[src/hdl/psbw_pkg.sv]
`default_nettype none
// ----------------------------------------------------------------------------
// psbw_pkg
// Shared types and constants of the packet sequence block window.
// ----------------------------------------------------------------------------
package psbw_pkg;

  // Closes one packet may cause before the window restarts at that packet.
  localparam int MAX_SKIPS = 8;
  localparam int SKIP_W    = $clog2(MAX_SKIPS + 1);

  // Serial divider: one quotient bit per cycle.
  localparam int DIV_STEPS = 64;
  localparam int DIV_CNT_W = $clog2(DIV_STEPS);

  // Work queue between the front and the back.
  localparam int QUEUE_DEPTH = 2;
  localparam int QPTR_W      = $clog2(QUEUE_DEPTH);
  localparam int QCNT_W      = $clog2(QUEUE_DEPTH + 1);

  // Configuration port.
  localparam int CFG_INDEX_W = 2;
  localparam int CFG_DATA_W  = 32;
  localparam logic [CFG_INDEX_W-1:0] REG_SEQUENCE_INCREMENT = 2'd0;
  localparam logic [CFG_INDEX_W-1:0] REG_BLOCK_PACKETS      = 2'd1;
  localparam logic [CFG_INDEX_W-1:0] REG_EXPECTED_LENGTH    = 2'd2;

  localparam logic [31:0] SEQUENCE_INCREMENT_RESET = 32'd12800;
  localparam logic [15:0] BLOCK_PACKETS_RESET      = 16'd2048;
  localparam logic [15:0] EXPECTED_LENGTH_RESET    = 16'd2048;

  localparam logic [15:0] COUNT_MAX = 16'hFFFF;

  typedef enum logic [2:0] {
    EV_CURRENT = 3'd0,
    EV_NEXT    = 3'd1,
    EV_LATE    = 3'd2,
    EV_LENGTH  = 3'd3,
    EV_CLOSE   = 3'd4
  } event_kind_t;

  // Classified packet handed from the front to the back.
  typedef struct packed {
    logic [63:0] seq;
    logic        len_ok;
  } work_t;

  // One result transaction.
  typedef struct packed {
    event_kind_t kind;
    logic [63:0] seq;
    logic [15:0] filled;
    logic [15:0] dropped;
    logic        resynced;
    logic        last;
  } result_t;

endpackage : psbw_pkg
`default_nettype wire

[src/hdl/psbw_front.sv]
`default_nettype none
// ----------------------------------------------------------------------------
// psbw_front
// Accepts packets, checks the length and divides the header counter by the
// sequence increment with a restoring divider, one quotient bit per cycle.
// ----------------------------------------------------------------------------
module psbw_front import psbw_pkg::*; (
  input  wire logic        clk,
  input  wire logic        rst,
  input  wire logic        push,
  input  wire logic [63:0] header_counter,
  input  wire logic [15:0] packet_length,
  input  wire logic [31:0] sequence_increment,
  input  wire logic [15:0] expected_length,
  output logic             busy,
  output work_t            item,
  output logic             item_valid,
  input  wire logic        item_ready
);

  typedef enum logic [1:0] {
    F_IDLE,
    F_DIV,
    F_HAND
  } front_state_t;

  front_state_t         state;
  logic [63:0]          quo;
  logic [31:0]          rem;
  logic [31:0]          divisor;
  logic [DIV_CNT_W-1:0] cnt;
  logic                 len_ok;

  logic [32:0] shifted;
  logic        ge;
  logic [31:0] rem_next;

  assign shifted  = {rem, quo[63]};
  assign ge       = shifted >= {1'b0, divisor};
  assign rem_next = ge ? 32'(shifted - {1'b0, divisor}) : shifted[31:0];

  assign busy       = state != F_IDLE;
  assign item_valid = state == F_HAND;
  assign item       = '{seq: quo, len_ok: len_ok};

  always_ff @(posedge clk) begin
    if (rst) begin
      state <= F_IDLE;
      cnt   <= '0;
    end else begin
      case (state)
        F_IDLE: begin
          if (push) begin
            quo     <= header_counter;
            rem     <= '0;
            cnt     <= '0;
            divisor <= (sequence_increment == '0) ? 32'd1 : sequence_increment;
            len_ok  <= packet_length == expected_length;
            state   <= F_DIV;
          end
        end
        F_DIV: begin
          rem <= rem_next;
          quo <= {quo[62:0], ge};
          cnt <= cnt + 1'b1;
          if (cnt == DIV_CNT_W'(DIV_STEPS - 1)) begin
            state <= F_HAND;
          end
        end
        F_HAND: begin
          if (item_ready) begin
            state <= F_IDLE;
          end
        end
        default: begin
          state <= F_IDLE;
        end
      endcase
    end
  end

`ifndef SYNTHESIS
  a_divisor_nonzero: assert property (@(posedge clk) disable iff (rst)
    state == F_DIV |-> divisor != '0)
    else $error("divider running with a zero divisor");
`endif

endmodule : psbw_front
`default_nettype wire

[src/hdl/psbw_queue.sv]
`default_nettype none
// ----------------------------------------------------------------------------
// psbw_queue
// Short queue of classified packets between the front and the back.
// ----------------------------------------------------------------------------
module psbw_queue import psbw_pkg::*; (
  input  wire logic  clk,
  input  wire logic  rst,
  input  wire logic  push,
  input  wire work_t push_item,
  output logic       full,
  input  wire logic  pop,
  output work_t      pop_item,
  output logic       empty
);

  work_t             entries [QUEUE_DEPTH];
  logic [QPTR_W-1:0] wptr;
  logic [QPTR_W-1:0] rptr;
  logic [QCNT_W-1:0] count;
  logic              do_push;
  logic              do_pop;

  assign full     = count == QCNT_W'(QUEUE_DEPTH);
  assign empty    = count == '0;
  assign do_push  = push && !full;
  assign do_pop   = pop && !empty;
  assign pop_item = entries[rptr];

  always_ff @(posedge clk) begin
    if (do_push) begin
      entries[wptr] <= push_item;
    end
  end

  always_ff @(posedge clk) begin
    if (rst) begin
      wptr  <= '0;
      rptr  <= '0;
      count <= '0;
    end else begin
      if (do_push) begin
        wptr <= (wptr == QPTR_W'(QUEUE_DEPTH - 1)) ? '0 : wptr + 1'b1;
      end
      if (do_pop) begin
        rptr <= (rptr == QPTR_W'(QUEUE_DEPTH - 1)) ? '0 : rptr + 1'b1;
      end
      case ({do_push, do_pop})
        2'b10:   count <= count + 1'b1;
        2'b01:   count <= count - 1'b1;
        default: count <= count;
      endcase
    end
  end

`ifndef SYNTHESIS
  a_count_bounded: assert property (@(posedge clk) disable iff (rst)
    count <= QCNT_W'(QUEUE_DEPTH))
    else $error("work queue count passed its depth");
`endif

endmodule : psbw_queue
`default_nettype wire

[src/hdl/psbw_back.sv]
`default_nettype none
// ----------------------------------------------------------------------------
// psbw_back
// Window engine: places packets in the current or next block, closes blocks,
// resyncs and drives the result register, one result per cycle at most.
// ----------------------------------------------------------------------------
module psbw_back import psbw_pkg::*; (
  input  wire logic        clk,
  input  wire logic        rst,
  input  wire logic [15:0] block_packets,
  input  wire logic        in_valid,
  input  wire work_t       in_item,
  output logic             in_ready,
  output result_t          res,
  output logic             res_valid,
  input  wire logic        pop
);

  typedef enum logic [2:0] {
    B_IDLE,
    B_LENERR,
    B_CHECK,
    B_PLACE,
    B_FINAL
  } back_state_t;

  back_state_t       state;
  logic              synced;
  logic [63:0]       ws;
  logic [15:0]       cur;
  logic [15:0]       nxt;
  logic [63:0]       seq;
  logic [SKIP_W-1:0] skips;
  logic              rs;
  logic              late;
  logic              in_cur;

  logic [15:0] b;
  logic [63:0] diff;
  logic        late_now;
  logic        in_cur_now;
  logic        beyond;
  logic        slot_free;
  logic        emit;
  logic [15:0] cur_p;
  logic [15:0] nxt_p;
  logic        need_close;
  event_kind_t place_kind;
  result_t     close_res;

  assign b          = (block_packets == '0) ? 16'd1 : block_packets;
  assign diff       = seq - ws;
  assign late_now   = seq < ws;
  assign in_cur_now = (diff[63:16] == '0) && (diff[15:0] < b);
  assign beyond     = !late_now && ((diff[63:17] != '0) || (diff[16:0] >= {b, 1'b0}));
  assign slot_free  = !res_valid || pop;
  assign in_ready   = state == B_IDLE;

  // A new result is loaded into the result register on this edge.
  assign emit = slot_free &&
                (state == B_LENERR || state == B_PLACE || state == B_FINAL ||
                 (state == B_CHECK && beyond && skips != SKIP_W'(MAX_SKIPS)));

  always_comb begin
    cur_p = cur;
    nxt_p = nxt;
    if (late) begin
      place_kind = EV_LATE;
    end else if (in_cur) begin
      place_kind = EV_CURRENT;
      if (cur != COUNT_MAX) cur_p = cur + 1'b1;
    end else begin
      place_kind = EV_NEXT;
      if (nxt != COUNT_MAX) nxt_p = nxt + 1'b1;
    end
    need_close = (cur_p >= b) || (nxt_p > (b >> 1));
  end

  assign close_res = '{kind: EV_CLOSE, seq: ws, filled: cur,
                       dropped: (cur < b) ? 16'(b - cur) : 16'd0,
                       resynced: 1'b0, last: 1'b0};

  always_ff @(posedge clk) begin
    if (rst) begin
      state     <= B_IDLE;
      res_valid <= 1'b0;
      synced    <= 1'b0;
      ws        <= '0;
      cur       <= '0;
      nxt       <= '0;
      skips     <= '0;
    end else begin
      if (emit) begin
        res_valid <= 1'b1;
      end else if (pop) begin
        res_valid <= 1'b0;
      end
      case (state)
        B_IDLE: begin
          if (in_valid) begin
            seq   <= in_item.seq;
            skips <= '0;
            rs    <= 1'b0;
            if (!in_item.len_ok) begin
              state <= B_LENERR;
            end else begin
              if (!synced) begin
                synced <= 1'b1;
                ws     <= in_item.seq;
                cur    <= '0;
                nxt    <= '0;
                rs     <= 1'b1;
              end
              state <= B_CHECK;
            end
          end
        end
        B_LENERR: begin
          if (slot_free) begin
            res       <= '{kind: EV_LENGTH, seq: seq, filled: cur, dropped: 16'd0,
                           resynced: 1'b0, last: 1'b1};
            state     <= B_IDLE;
          end
        end
        B_CHECK: begin
          if (beyond) begin
            if (skips == SKIP_W'(MAX_SKIPS)) begin
              ws     <= seq;
              cur    <= '0;
              nxt    <= '0;
              rs     <= 1'b1;
              late   <= 1'b0;
              in_cur <= 1'b1;
              state  <= B_PLACE;
            end else if (slot_free) begin
              res       <= close_res;
              cur       <= nxt;
              nxt       <= '0;
              ws        <= ws + 64'(b);
              skips     <= skips + 1'b1;
            end
          end else begin
            late   <= late_now;
            in_cur <= in_cur_now;
            state  <= B_PLACE;
          end
        end
        B_PLACE: begin
          if (slot_free) begin
            res       <= '{kind: place_kind, seq: seq, filled: cur_p, dropped: 16'd0,
                           resynced: rs, last: !need_close};
            cur       <= cur_p;
            nxt       <= nxt_p;
            state     <= need_close ? B_FINAL : B_IDLE;
          end
        end
        B_FINAL: begin
          if (slot_free) begin
            res       <= '{kind: EV_CLOSE, seq: close_res.seq, filled: close_res.filled,
                           dropped: close_res.dropped, resynced: 1'b0, last: 1'b1};
            cur       <= nxt;
            nxt       <= '0;
            ws        <= ws + 64'(b);
            state     <= B_IDLE;
          end
        end
        default: begin
          state <= B_IDLE;
        end
      endcase
    end
  end

`ifndef SYNTHESIS
  a_skips_bounded: assert property (@(posedge clk) disable iff (rst)
    skips <= SKIP_W'(MAX_SKIPS))
    else $error("skip counter passed its limit");

  a_synced_while_working: assert property (@(posedge clk) disable iff (rst)
    (state == B_CHECK || state == B_PLACE || state == B_FINAL) |-> synced)
    else $error("window engine placing packets while unsynced");

  a_final_close_empties_next: assert property (@(posedge clk) disable iff (rst)
    (state == B_FINAL && slot_free) |=> nxt == '0)
    else $error("next block count not cleared by a close");
`endif

endmodule : psbw_back
`default_nettype wire

[src/hdl/packet_sequence_block_window.sv]
`default_nettype none
// ----------------------------------------------------------------------------
// packet_sequence_block_window
// Sorts packets into a two-block sequence window and reports block closes.
// ----------------------------------------------------------------------------
// Usage. Packets enter as a queue write: a transaction is taken on a rising
// edge with push high and full low, carrying the raw header counter and the
// payload length. Results leave as a queue read: while empty is low the
// oldest result is on the result ports, and it is consumed on an edge with
// pop high. Each packet produces between one and MAX_SKIPS + 2 results; the
// final one of a packet carries last_result.
// Flow. The front divides the header counter by the sequence increment in a
// restoring divider, one quotient bit per cycle, so a packet holds the input
// through capture, 64 division steps and the hand-off to the work queue,
// which waits while that queue is full; full stays high meanwhile. The back
// then checks each packet and loads its results one at a time into the
// result register. A two-entry work queue between front and back lets the
// divider start the next packet while results are still draining.
// Stalls. If the receiver does not pop, the back holds its result register
// and stops, the work queue fills and full then stays high; nothing is lost.
// Reset (rst, synchronous) restores the configuration defaults, empties all
// queues and leaves the window unsynced until the next good packet.
// Configuration is written through cfg_write, cfg_index and cfg_data while
// the block is idle; unknown indices are ignored.
// ----------------------------------------------------------------------------
module packet_sequence_block_window import psbw_pkg::*; (
  input  wire logic                   clk,
  input  wire logic                   rst,
  input  wire logic                   cfg_write,
  input  wire logic [CFG_INDEX_W-1:0] cfg_index,
  input  wire logic [CFG_DATA_W-1:0]  cfg_data,
  input  wire logic                   push,
  output logic                        full,
  input  wire logic [63:0]            header_counter,
  input  wire logic [15:0]            packet_length,
  output logic                        empty,
  input  wire logic                   pop,
  output logic [2:0]                  event_kind,
  output logic [63:0]                 sequence_number,
  output logic [15:0]                 filled_count,
  output logic [15:0]                 dropped_count,
  output logic                        resynced,
  output logic                        last_result
);

  // Configuration registers.
  logic [31:0] sequence_increment;
  logic [15:0] block_packets;
  logic [15:0] expected_length;

  always_ff @(posedge clk) begin
    if (rst) begin
      sequence_increment <= SEQUENCE_INCREMENT_RESET;
      block_packets      <= BLOCK_PACKETS_RESET;
      expected_length    <= EXPECTED_LENGTH_RESET;
    end else if (cfg_write) begin
      case (cfg_index)
        REG_SEQUENCE_INCREMENT: sequence_increment <= cfg_data;
        REG_BLOCK_PACKETS:      block_packets      <= cfg_data[15:0];
        REG_EXPECTED_LENGTH:    expected_length    <= cfg_data[15:0];
        default: begin
        end
      endcase
    end
  end

  // Front: acceptance, length check and division.
  work_t front_item;
  logic  front_valid;
  logic  q_full;

  psbw_front u_front (
    .clk                (clk),
    .rst                (rst),
    .push               (push),
    .header_counter     (header_counter),
    .packet_length      (packet_length),
    .sequence_increment (sequence_increment),
    .expected_length    (expected_length),
    .busy               (full),
    .item               (front_item),
    .item_valid         (front_valid),
    .item_ready         (!q_full)
  );

  // Work queue between the two halves.
  work_t q_item;
  logic  q_empty;
  logic  back_ready;

  psbw_queue u_queue (
    .clk       (clk),
    .rst       (rst),
    .push      (front_valid),
    .push_item (front_item),
    .full      (q_full),
    .pop       (back_ready),
    .pop_item  (q_item),
    .empty     (q_empty)
  );

  // Back: window bookkeeping and the result register.
  result_t res;
  logic    res_valid;

  psbw_back u_back (
    .clk           (clk),
    .rst           (rst),
    .block_packets (block_packets),
    .in_valid      (!q_empty),
    .in_item       (q_item),
    .in_ready      (back_ready),
    .res           (res),
    .res_valid     (res_valid),
    .pop           (pop)
  );

  assign empty           = !res_valid;
  assign event_kind      = res.kind;
  assign sequence_number = res.seq;
  assign filled_count    = res.filled;
  assign dropped_count   = res.dropped;
  assign resynced        = res.resynced;
  assign last_result     = res.last;

endmodule : packet_sequence_block_window
`default_nettype wire

[config.mk]
export PLATFORM = sky130hd
export DESIGN_NAME = packet_sequence_block_window
export DESIGN_NICKNAME = d
export VERILOG_FILES = /design/src/hdl/psbw_pkg.sv /design/src/hdl/psbw_front.sv /design/src/hdl/psbw_queue.sv /design/src/hdl/psbw_back.sv /design/src/hdl/packet_sequence_block_window.sv
export SDC_FILE = /design/constraint.sdc
export NUM_CORES = 1
export LEC_CHECK = 0
export BUFFER_PORTS_ARGS = -buffer_cell sky130_fd_sc_hd__buf_2
export CAP_MARGIN = 20
export CORE_ASPECT_RATIO = 1.25
export CORE_MARGIN = 5
export CORE_UTILIZATION = 60
export DETAILED_ROUTE_END_ITERATION = 7
export PLACE_DENSITY = 0.81
export SETUP_SLACK_MARGIN = 0.3
export SYNTH_ARGS = -nofsm -noshare
export SYNTH_HDL_FRONTEND = slang
export SYNTH_SLANG_ARGS = --single-unit
[constraint.sdc]
create_clock -name clk -period 10.11 [get_ports clk]
set_clock_uncertainty 0.1 [all_clocks]
set_input_delay 0 -clock clk [delete_from_list [all_inputs] [get_ports clk]]
set_output_delay 0 -clock clk [all_outputs]
set_load 0.01 [all_outputs]
## After elaboration in Yosys (flattened, before gate mapping)

Memories as Yosys holds them, arrays and structs flattened. A register that Yosys moved wholly into a read port is not among the register bits.
Cells that the tools add are included.

- Register bits: 478
- Memory bits (writable): 130
- Input bits: 119
- Output and inout bits: 103
- Word-level logic and storage cells: 214
- Memories: 1

Memories:

| name | depth | width | read ports | clocked after memory_dff | wr ports | line | text |
|---|---|---|---|---|---|---|---|
| u_queue.entries | 2 | 65 | 1 | 1 | 1 | psbw_queue.sv:17 | `work_t entries [QUEUE_DEPTH];` |

- $add $sub $neg: 12
- $lt $le $gt $ge: 7
- Eq/ne operators: 33
- Mux-type cells: 79
- Bitwise operators: 2
- Reduce and logical (&&, ||, !) cells: 51

Operators by type and width:

| cell | number |
|---|---|
| two-way mux 101 bit | 6 |
| two-way mux 64 bit | 7 |
| case mux 101 bit (4 select lines) | 1 |
| two-way mux 16 bit | 19 |
| case mux 64 bit (3 select lines) | 1 |
| case mux 16 bit (4 select lines) | 2 |
| case mux 64 bit (2 select lines) | 1 |
| adder 64 x 16 -> 64 bit | 1 |
| less-than comparator 64 bit | 1 |
| two-way mux 32 bit | 2 |
| case mux 32 bit (2 select lines) | 1 |
| subtractor 64 bit | 1 |
| logical NOT 48 bit | 1 |
| nonzero test 47 bit | 1 |
| greater-or-equal comparator 33 x 32 -> 1 bit | 1 |
| adder 16 x 1 -> 16 bit, second input constant | 2 |
| logical NOT 32 bit | 1 |
| less-than comparator 16 bit | 2 |
| inequality test 16 bit, second input constant | 2 |
| subtractor 32 bit | 1 |
| two-way mux 3 bit | 7 |
| AND reduction 3 bit | 6 |
| greater-or-equal comparator 17 bit | 1 |
| two-way mux 1 bit | 17 |
| 45 further kinds | 99 |

## Logic depth before layout (Yosys ltp)

Gate-level depths: netlist of the first run.

- Depth in word-level cells: 10
- Depth in mapped cells: 24
- Mapped depth without buffers: 22

## Cells and area by module

From an unflattened synthesis of the first run, not the netlist that was laid out.

- Cells, all modules: 3,737
- Area total of the unflattened synthesis: 36,110.9 um^2

By module, submodules not included:

| module | instances | cells each | area an instance (um^2) | sequential area each (um^2) |
|---|---|---|---|---|
| psbw_back | 1 | 2,467 | 20,820.0 | 7,146.9 |
| psbw_front | 1 | 788 | 7,674.9 | 4,033.9 |
| psbw_queue | 1 | 228 | 4,894.7 | 4,003.8 |
| packet_sequence_block_window | 1 | 254 | 2,721.4 | 1,281.2 |

## Worst setup path after synthesis of the first run

Ideal clock, no wire load.

- Path type: reg2reg
- From: reg u_back.ws[18]
- To: reg, netlist name u_back.res[0]
- Arrival time: 5,589 ps
- Path slack: 3,953 ps
- Cell stages (with the launch flop): 19
- Buffers on the path: 3
- Cells stage by stage: dfxtp_1 -> clkbuf_1 -> inv_1 -> ha_1 -> buf_2 -> and4_1 -> nor3b_1 -> a22oi_1 -> a21boi_0 -> o211ai_1 -> nand2_1 -> a2111oi_0 -> xor2_1 -> nor3b_1 -> nand3_1 -> nand2b_1 -> buf_2 -> nor2_1 -> o21a_1

- Longest elaborated chain between the ends: 6
- Elaborated cells between the ends (all ways): 8

Ends and longest elaborated chain:

| element | line | text |
|---|---|---|
| start: declaration | psbw_back.sv:29 | `logic [63:0] ws;` |
| start signal: assignment | psbw_back.sv:109 | `ws <= in_item.seq;` |
| start signal: assignment | psbw_back.sv:128 | `ws <= seq;` |
| start signal: assignment | psbw_back.sv:139 | `ws <= ws + 64'(b);` |
| subtractor 64 bit | psbw_back.sv:52 | `assign diff = seq - ws;` |
| nonzero test 47 bit | psbw_back.sv:55 | `assign beyond = !late_now && ((diff[63:17] != '0) \|\| (diff[16:0] >= {b, 1'b0}));` |
| logical OR 1 bit | psbw_back.sv:55 |  |
| logical AND 1 bit (*) | psbw_back.sv:55 |  |
| inequality test 2 x 1 -> 1 bit (no line) (*) | -- |  |
| AND reduction 8 bit (no line) (*) | -- |  |

Mark *: on every way between the ends. The rest lies on a longest branch, timed or not.
A chain may end at the register's enable or synchronous reset.

## Worst setup path after layout of the first run

- From: reg u_back.seq[0]
- To: reg, netlist name u_back.res[97]

- Longest elaborated chain between the ends: 6
- Elaborated cells between the ends (all ways): 9

Ends and longest elaborated chain:

| element | line | text |
|---|---|---|
| start: declaration | psbw_back.sv:32 | `logic [63:0] seq;` |
| start signal: assignment | psbw_back.sv:101 | `seq <= in_item.seq;` |
| subtractor 64 bit | psbw_back.sv:52 |  |
| greater-or-equal comparator 17 bit or nonzero test 47 bit (tied branches) | psbw_back.sv:55 |  |
| logical OR 1 bit | psbw_back.sv:55 |  |
| logical AND 1 bit (*) | psbw_back.sv:55 |  |
| inequality test 2 x 1 -> 1 bit (no line) (*) | -- |  |
| AND reduction 8 bit (no line) (*) | -- |  |

Marked as above.

==> results.json, run 1 <==
{
  "status": "complete, no violations",
  "arrival_ns": 6.49,
  "mostFrequentLayoutCells": "nand2_1, edfxtp_1, a21oi_1",
  "timing.fmax_mhz": 157,
  "clkTransAtPathRegs_ns": 0.07,
  "path_cells": "inv_1, ha_1, fa_1, nand2b_1, a21oi_1, o2111ai_1, a311oi_1, o2111ai_1, and3_1, or4_1, a211o_1, nor4_1, nand3_1, nand2b_1, nor2_1, o21a_4, buf_4",
  "hold_class": "in2reg",
  "clock_sinks": 609,
  "seq_area_frac_synth_pct": 46.1,
  "drt_wl_total_mm": 111,
  "max-vdd-ir-drop_uv": 178,
  "place_congestion": 1.02,
  "core_um2": 59300,
  "synthesis.nets": 4153,
  "antenna_found_initial": 2,
  "grt_setup_unrepaired": "no",
  "clock_latency_ns": 0.65,
  "first_iter_violations": 4023,
  "crit_slowest_cell": "a311oi_1",
  "root_buffer": "clkbuf_16",
  "cts_setup_buffers": 0,
  "die_y_um": 283,
  "finalCritPeriodShare_pct": 63.0,
  "die_x_um": 228,
  "power.density_nw_per_um2": 179,
  "final_nets": 4374,
  "numPortBuffers": 221,
  "timing.final.hold_violations": 0,
  "drc_errors": 0,
  "ant_nets": 0,
  "ys_async_sr_fraction_pct": 0,
  "grt_max_degree": 118,
  "die_area_um2": 64600,
  "vias_per_cell": 6.48,
  "syn_area_um2": 35700,
  "critPathKind": "reg2reg",
  "required_ns": 10.23,
  "hpwl_mm": 77.8,
  "drv_slew": 0,
  "cap_viol_max_count": 0,
  "synth_edf_count": 427,
  "cts_tree": "yes",
  "cp-end-kind": "flop",
  "cts_max_level": 2,
  "synth-seq-cells": 609,
  "period_minus_slack_ns": 6.37,
  "dr.pass1.iters": 7,
  "synthFlopType": "edfxtp_1",
  "core.rowCount": 100,
  "slew_headroom_pct": 21.3,
  "grt_use_total_pct": 32.9,
  "path_max_fanout": 70,
  "finalSetupViolCount": 0,
  "mostFrequentLayoutCell": "nand2_1",
  "synth_cells": 3834,
  "numCtsBuffers": 58,
  "synthDistinctLibCells": 93,
  "critPathTopFamily": "compound AO/OA/AOI/OAI gates",
  "area_delta_synth_final_pct": 13.6,
  "crit_buf_inv": 2,
  "yosysWarnings": 0,
  "vias": 31600,
  "grt_overflow_total": 0,
  "syn_area_per_cell_um2": 9.32,
  "grt_pass1_vias": 30200,
  "cts_resized": 0,
  "routedWlPerCell_um": 22.8,
  "final_util_pct": 68.4,
  "final_layout_size_suffix_gt1_share_pct": 12.0,
  "io_pins": 222,
  "start_util_pct": 60.3,
  "cpPeakStageDelay_ns": 0.86,
  "clk_path_buf_depth": 3,
  "worstMarginPinSlew_ns": 1.18,
  "finalSetupTns_ns": 0,
  "critPathLaunchType": "flop",
  "grt_pass1_wl_mm": 170,
  "leakage_nw": 15.0
}
cell usage after synthesis, drive strengths merged, types with 35 or more instances:
cell type / instances / area (um2)
edfxtp: 427 / 12800
xnor2: 117 / 1020
nand4: 74 / 478
buf: 41 / 244
and3: 35 / 219
clkbuf: 200 / 751
inv: 183 / 687
nor4: 43 / 284
a21o: 56 / 420
mux2: 71 / 800
o21ai: 257 / 1290
a21oi: 340 / 1730
a211oi: 48 / 390
o21a: 40 / 300
dfxtp: 182 / 3640
nor2: 243 / 925
ha: 196 / 2450
o211ai: 39 / 298
nand3: 72 / 360
nand2b: 35 / 219
nor3: 69 / 345
nand2: 617 / 2320
report_power, final:
group	internal (mW)	switching (mW)
combinational	0.732	1.29
clock	1.25	0.980
sequential	2.87	0.131
total	4.84	2.41
flip-flops by register name, indices dropped and copies added (netlist names), 4 cells and up, named ones only:
| register | flops |
|---|---|
| u_front.divisor | 32 |
| expected_length | 16 |
| u_back.ws | 64 |
| u_back.skips | 4 |
| sequence_increment | 32 |
| block_packets | 16 |
| u_back.seq | 64 |
| u_front.rem | 32 |
| u_back.res | 101 |
| u_queue.entries | 130 |
| u_back.cur | 16 |
| u_front.cnt | 6 |
| u_front.quo | 64 |
| u_back.nxt | 16 |
path summary, 6_finish.rpt:
kind,startpoint,to,slack [ns],cells after the start
hold reg to reg,sequence_increment[12]$_SDFFE_PP1P_,u_front.divisor[12]$_SDFFCE_PN0P_,0.36,0
setup reg to reg,u_back.seq[0]$_DFFE_PP_,u_back.res[97]$_DFFE_PP_,3.74,17
setup / recovery,u_back.seq[0]$_DFFE_PP_,u_back.res[97]$_DFFE_PP_,3.74,17
hold / removal,header_counter[19],u_front.quo[19]$_DFFE_PP_,0.08,4
logic make-up (layout without fill, tap and decap cells):
family	Yosys count	in the layout	share of synthesized area, %
XOR/XNOR	144	144	3.53
AND/OR/NAND/NOR	1318	1318	17.0
adder cells (fa/ha/maj)	200	200	7.09
other	0	2	0
buffers and inverters	424	694	4.70
multiplexers	92	92	2.83
AO/OA/AOI/OAI	1047	1047	18.8
flip-flops	609	609	46.1
metrics by stage:
| stage | hold WS (ns) | area (um2) | cells | power [mW] | setup slack, ns |
|---|---|---|---|---|---|
| global route | 0.0923 | 40600 | 4870 | 7.56 | 3.52 |
| floorplan | 0.0240 | 35700 | 3834 | 4.41 | 3.95 |
| detailed placement | 0.146 | 37200 | 4615 | 4.96 | 4.02 |
| CTS | 0.0467 | 40600 | 4869 | 7.20 | 3.94 |
| finish | 0.0821 | 40600 | 4871 | 7.25 | 3.74 |
| global placement | 0.139 | 37200 | 4614 | 4.93 | 4.09 |
metal layers:
| metal | vias up | wire length (um) | global-route usage [%] |
|---|---|---|---|
| met5 | - | 0 | 0 |
| met3 | 364 | 11100 | 5.99 |
| met4 | 0 | 5640 | 14.5 |
| li1 | 14400 | - | - |
| met1 | 15000 | 43100 | 43.3 |
| met2 | 1781 | 51100 | 53.9 |
cell type report:
type | count | area [um2]
antenna | 2 | 5.00
clock buffer | 92 | 1790
clock inverter | 17 | 158
fill | 4489 | 18700
inverter | 183 | 687
multi-input combinational | 2801 | 17700
sequential | 609 | 16500
tap | 765 | 957
timing repair buffer | 402 | 2840
tightest hold or removal path: stages:
cell and delay (ns):
dlygate4sd3_1 0.51, buf_2 0.10, nand2_1 0.04, nand2_1 0.05
what timing repair did:
| item | CTS | global route |
|---|---|---|
| setup endpoints to repair | 0 | 0 |
| hold buffers | 145 | 0 |
| hold endpoints to repair | 183 | 0 |
Power figures use the tool's default switching activity.
==> inputs of run 2 (changes only) <==
- clock period: 10.11 -> 6.6 ns (I/O delays scaled with it)
==> run 2 against run 1 <==
Effect of this change:
- sequential power up 53%
- clock power up 57%
- routed wire length about the same
- critical path depth unchanged
- sequential cell count unchanged
- critical endpoint is now u_back.res[89]$_DFFE_PP_
- register-to-register slack worse by 3.0 ns
- maximum frequency up 9.6%
- final cell count about the same
- via count down 0.45%
==> results.json, run 2 (synthesis results as in run 1) <==
{
  "drt_wl_total_mm": 111,
  "post_dp_cell_area_um2": 37300,
  "status": "complete, no violations",
  "cts_tree": "yes",
  "root_buffer": "clkbuf_16",
  "core.rowCount": 100,
  "clk_path_buf_depth": 3,
  "hpwl_mm": 77.5,
  "vias": 31400,
  "multi_input_area_um2": 17700,
  "finalCritPeriodShare_pct": 88.1,
  "path_max_fanout": 64,
  "clock_latency_ns": 0.64,
  "grt_setup_unrepaired": "no",
  "core_um2": 59300,
  "place_congestion": 1.01,
  "max-vdd-ir-drop_uv": 246,
  "clkTransAtPathRegs_ns": 0.07,
  "antenna_found_initial": 0,
  "cts_max_level": 2,
  "die_area_um2": 64600,
  "ant_nets": 0,
  "drc_errors": 0,
  "final_nets": 4380,
  "dp_slack_ns": 0.990,
  "register_area_um2": 16500,
  "grt_overflow_total": 0,
  "leakage_nw": 15.1,
  "timing.fmax_mhz": 172,
  "numPortBuffers": 221,
  "die_y_um": 283,
  "numCtsBuffers": 59,
  "critPathLaunchType": "flop",
  "routedWlPerCell_um": 22.8,
  "critPathKind": "reg2reg",
  "fin_area_um2": 40700,
  "hold_class": "in2reg",
  "required_ns": 6.84,
  "finalWorstSetupSlack_ns": 0.786,
  "timing.final.hold_violations": 0,
  "final_layout_size_suffix_gt1_share_pct": 12.3,
  "start_util_pct": 60.3,
  "grt_max_degree": 103,
  "grt_use_total_pct": 32.9,
  "finalSetupViolCount": 0,
  "cts_resized": 0,
  "mostFrequentLayoutCell": "nand2_1",
  "clock_sinks": 609,
  "fillers": 4476,
  "drv_slew": 0,
  "dp.cells": 4619,
  "arrival_ns": 6.05,
  "cap_viol_max_count": 0,
  "mostFrequentLayoutCells": "nand2_1, edfxtp_1, a21oi_1",
  "finalNonFillerCells": 4875,
  "die_x_um": 228,
  "finalSetupTns_ns": 0,
  "largestRegisters": "u_queue.entries (130), u_back.res (101)",
  "period_minus_slack_ns": 5.81,
  "vias_per_cell": 6.44,
  "cp-end-kind": "flop",
  "area_delta_synth_final_pct": 13.9,
  "power.density_nw_per_um2": 276,
  "worstMarginPinSlew_ns": 1.11,
  "dr.pass1.iters": 8,
  "grt_pass1_wl_mm": 169,
  "largest_reg_flops": 130,
  "cts_setup_buffers": 0,
  "grt_pass1_vias": 29500,
  "holdWs_ns": 0.0838,
  "n_antenna_cell": 0,
  "slew_headroom_pct": 26.1,
  "io_pins": 222,
  "first_iter_violations": 4342,
  "top_register": "u_queue.entries"
}
-- run 2: changes by cell type in the layout (fill, tap and decap cells not counted), sizes merged --
cell / delta
dlygate4sd3: +1
inv: +3
diode: -2
clkinvlp: +1
clkbuf: -16
bufinv: +5
buf: +4
clkinv: +8
-- run 2: report_power, final --
group,total [mW],switching [mW],internal (mW),leakage [nW]
combinational,3.15,2.01,1.14,8.71
clock,3.50,1.52,1.99,0.979
sequential,4.59,0.196,4.39,5.39
total,11.2,3.73,7.51,15.1
-- run 2: per-stage QoR --
| step | power, mW | utilization, % |
|---|---|---|
| CTS | 11.2 | 68.6 |
| detailed placement | 7.63 | 62.8 |
| floorplan | 6.76 | - |
| finish | 11.2 | 68.6 |
| global placement | 7.59 | 62.8 |
| global route | 11.7 | 68.6 |
-- run 2: layout make-up --
type / count / share of cell area [%]
Clock buffer: 76 / 3.99
Clock inverter: 34 / 0.913
Inverter: 183 / 1.69
Multi-Input combinational cell: 2801 / 43.5
Sequential cell: 609 / 40.4
Tap cell: 765 / 2.35
Timing Repair Buffer: 407 / 7.15
-- run 2: path summary, 6_finish.rpt --
| check | depth (start not counted) | startpoint | slack [ns] | end |
|---|---|---|---|---|
| max | 17 | u_back.seq[0]$_DFFE_PP_ | 0.79 | u_back.res[89]$_DFFE_PP_ |
| min | 4 | header_counter[17] | 0.08 | u_front.quo[17]$_DFFE_PP_ |
| min reg2reg | 2 | block_packets[0]$_SDFFE_PP0P_ | 0.36 | block_packets[0]$_SDFFE_PP0P_ |
| max reg2reg | 17 | u_back.seq[0]$_DFFE_PP_ | 0.79 | u_back.res[89]$_DFFE_PP_ |
-- run 2: layer usage --
metal	part of all wire [%]	wire, um	global-route usage (%)	vias up
met5	0	0	0	-
met4	3.7	4090	10.6	0
met3	9.5	10600	5.38	296
met2	45	50400	52.7	1682
met1	41	45900	46.4	15000
li1	-	-	-	14400
-- run 2: repair_timing --
item / in CTS / in global routing
hold buffers: 146 / 0
endpoints found under the setup margin: 0 / 0
endpoints found under the hold margin: 194 / 0
-- run 2: worst max-delay path: stages, from the launching register on --
cell and delay, ns:
edfxtp_1 0.35, inv_1 0.06, ha_1 0.20, fa_1 0.40, nand2b_1 0.19, a21oi_1 0.38
o2111ai_1 0.31, a311oi_1 0.66, o2111ai_1 0.29, and3_1 0.26, or4_1 0.46, a211o_1 0.35
nor4_1 0.28, nand3_1 0.20, nand2b_1 0.34, nor2_1 0.15, o21a_4 0.26, buf_12 0.19
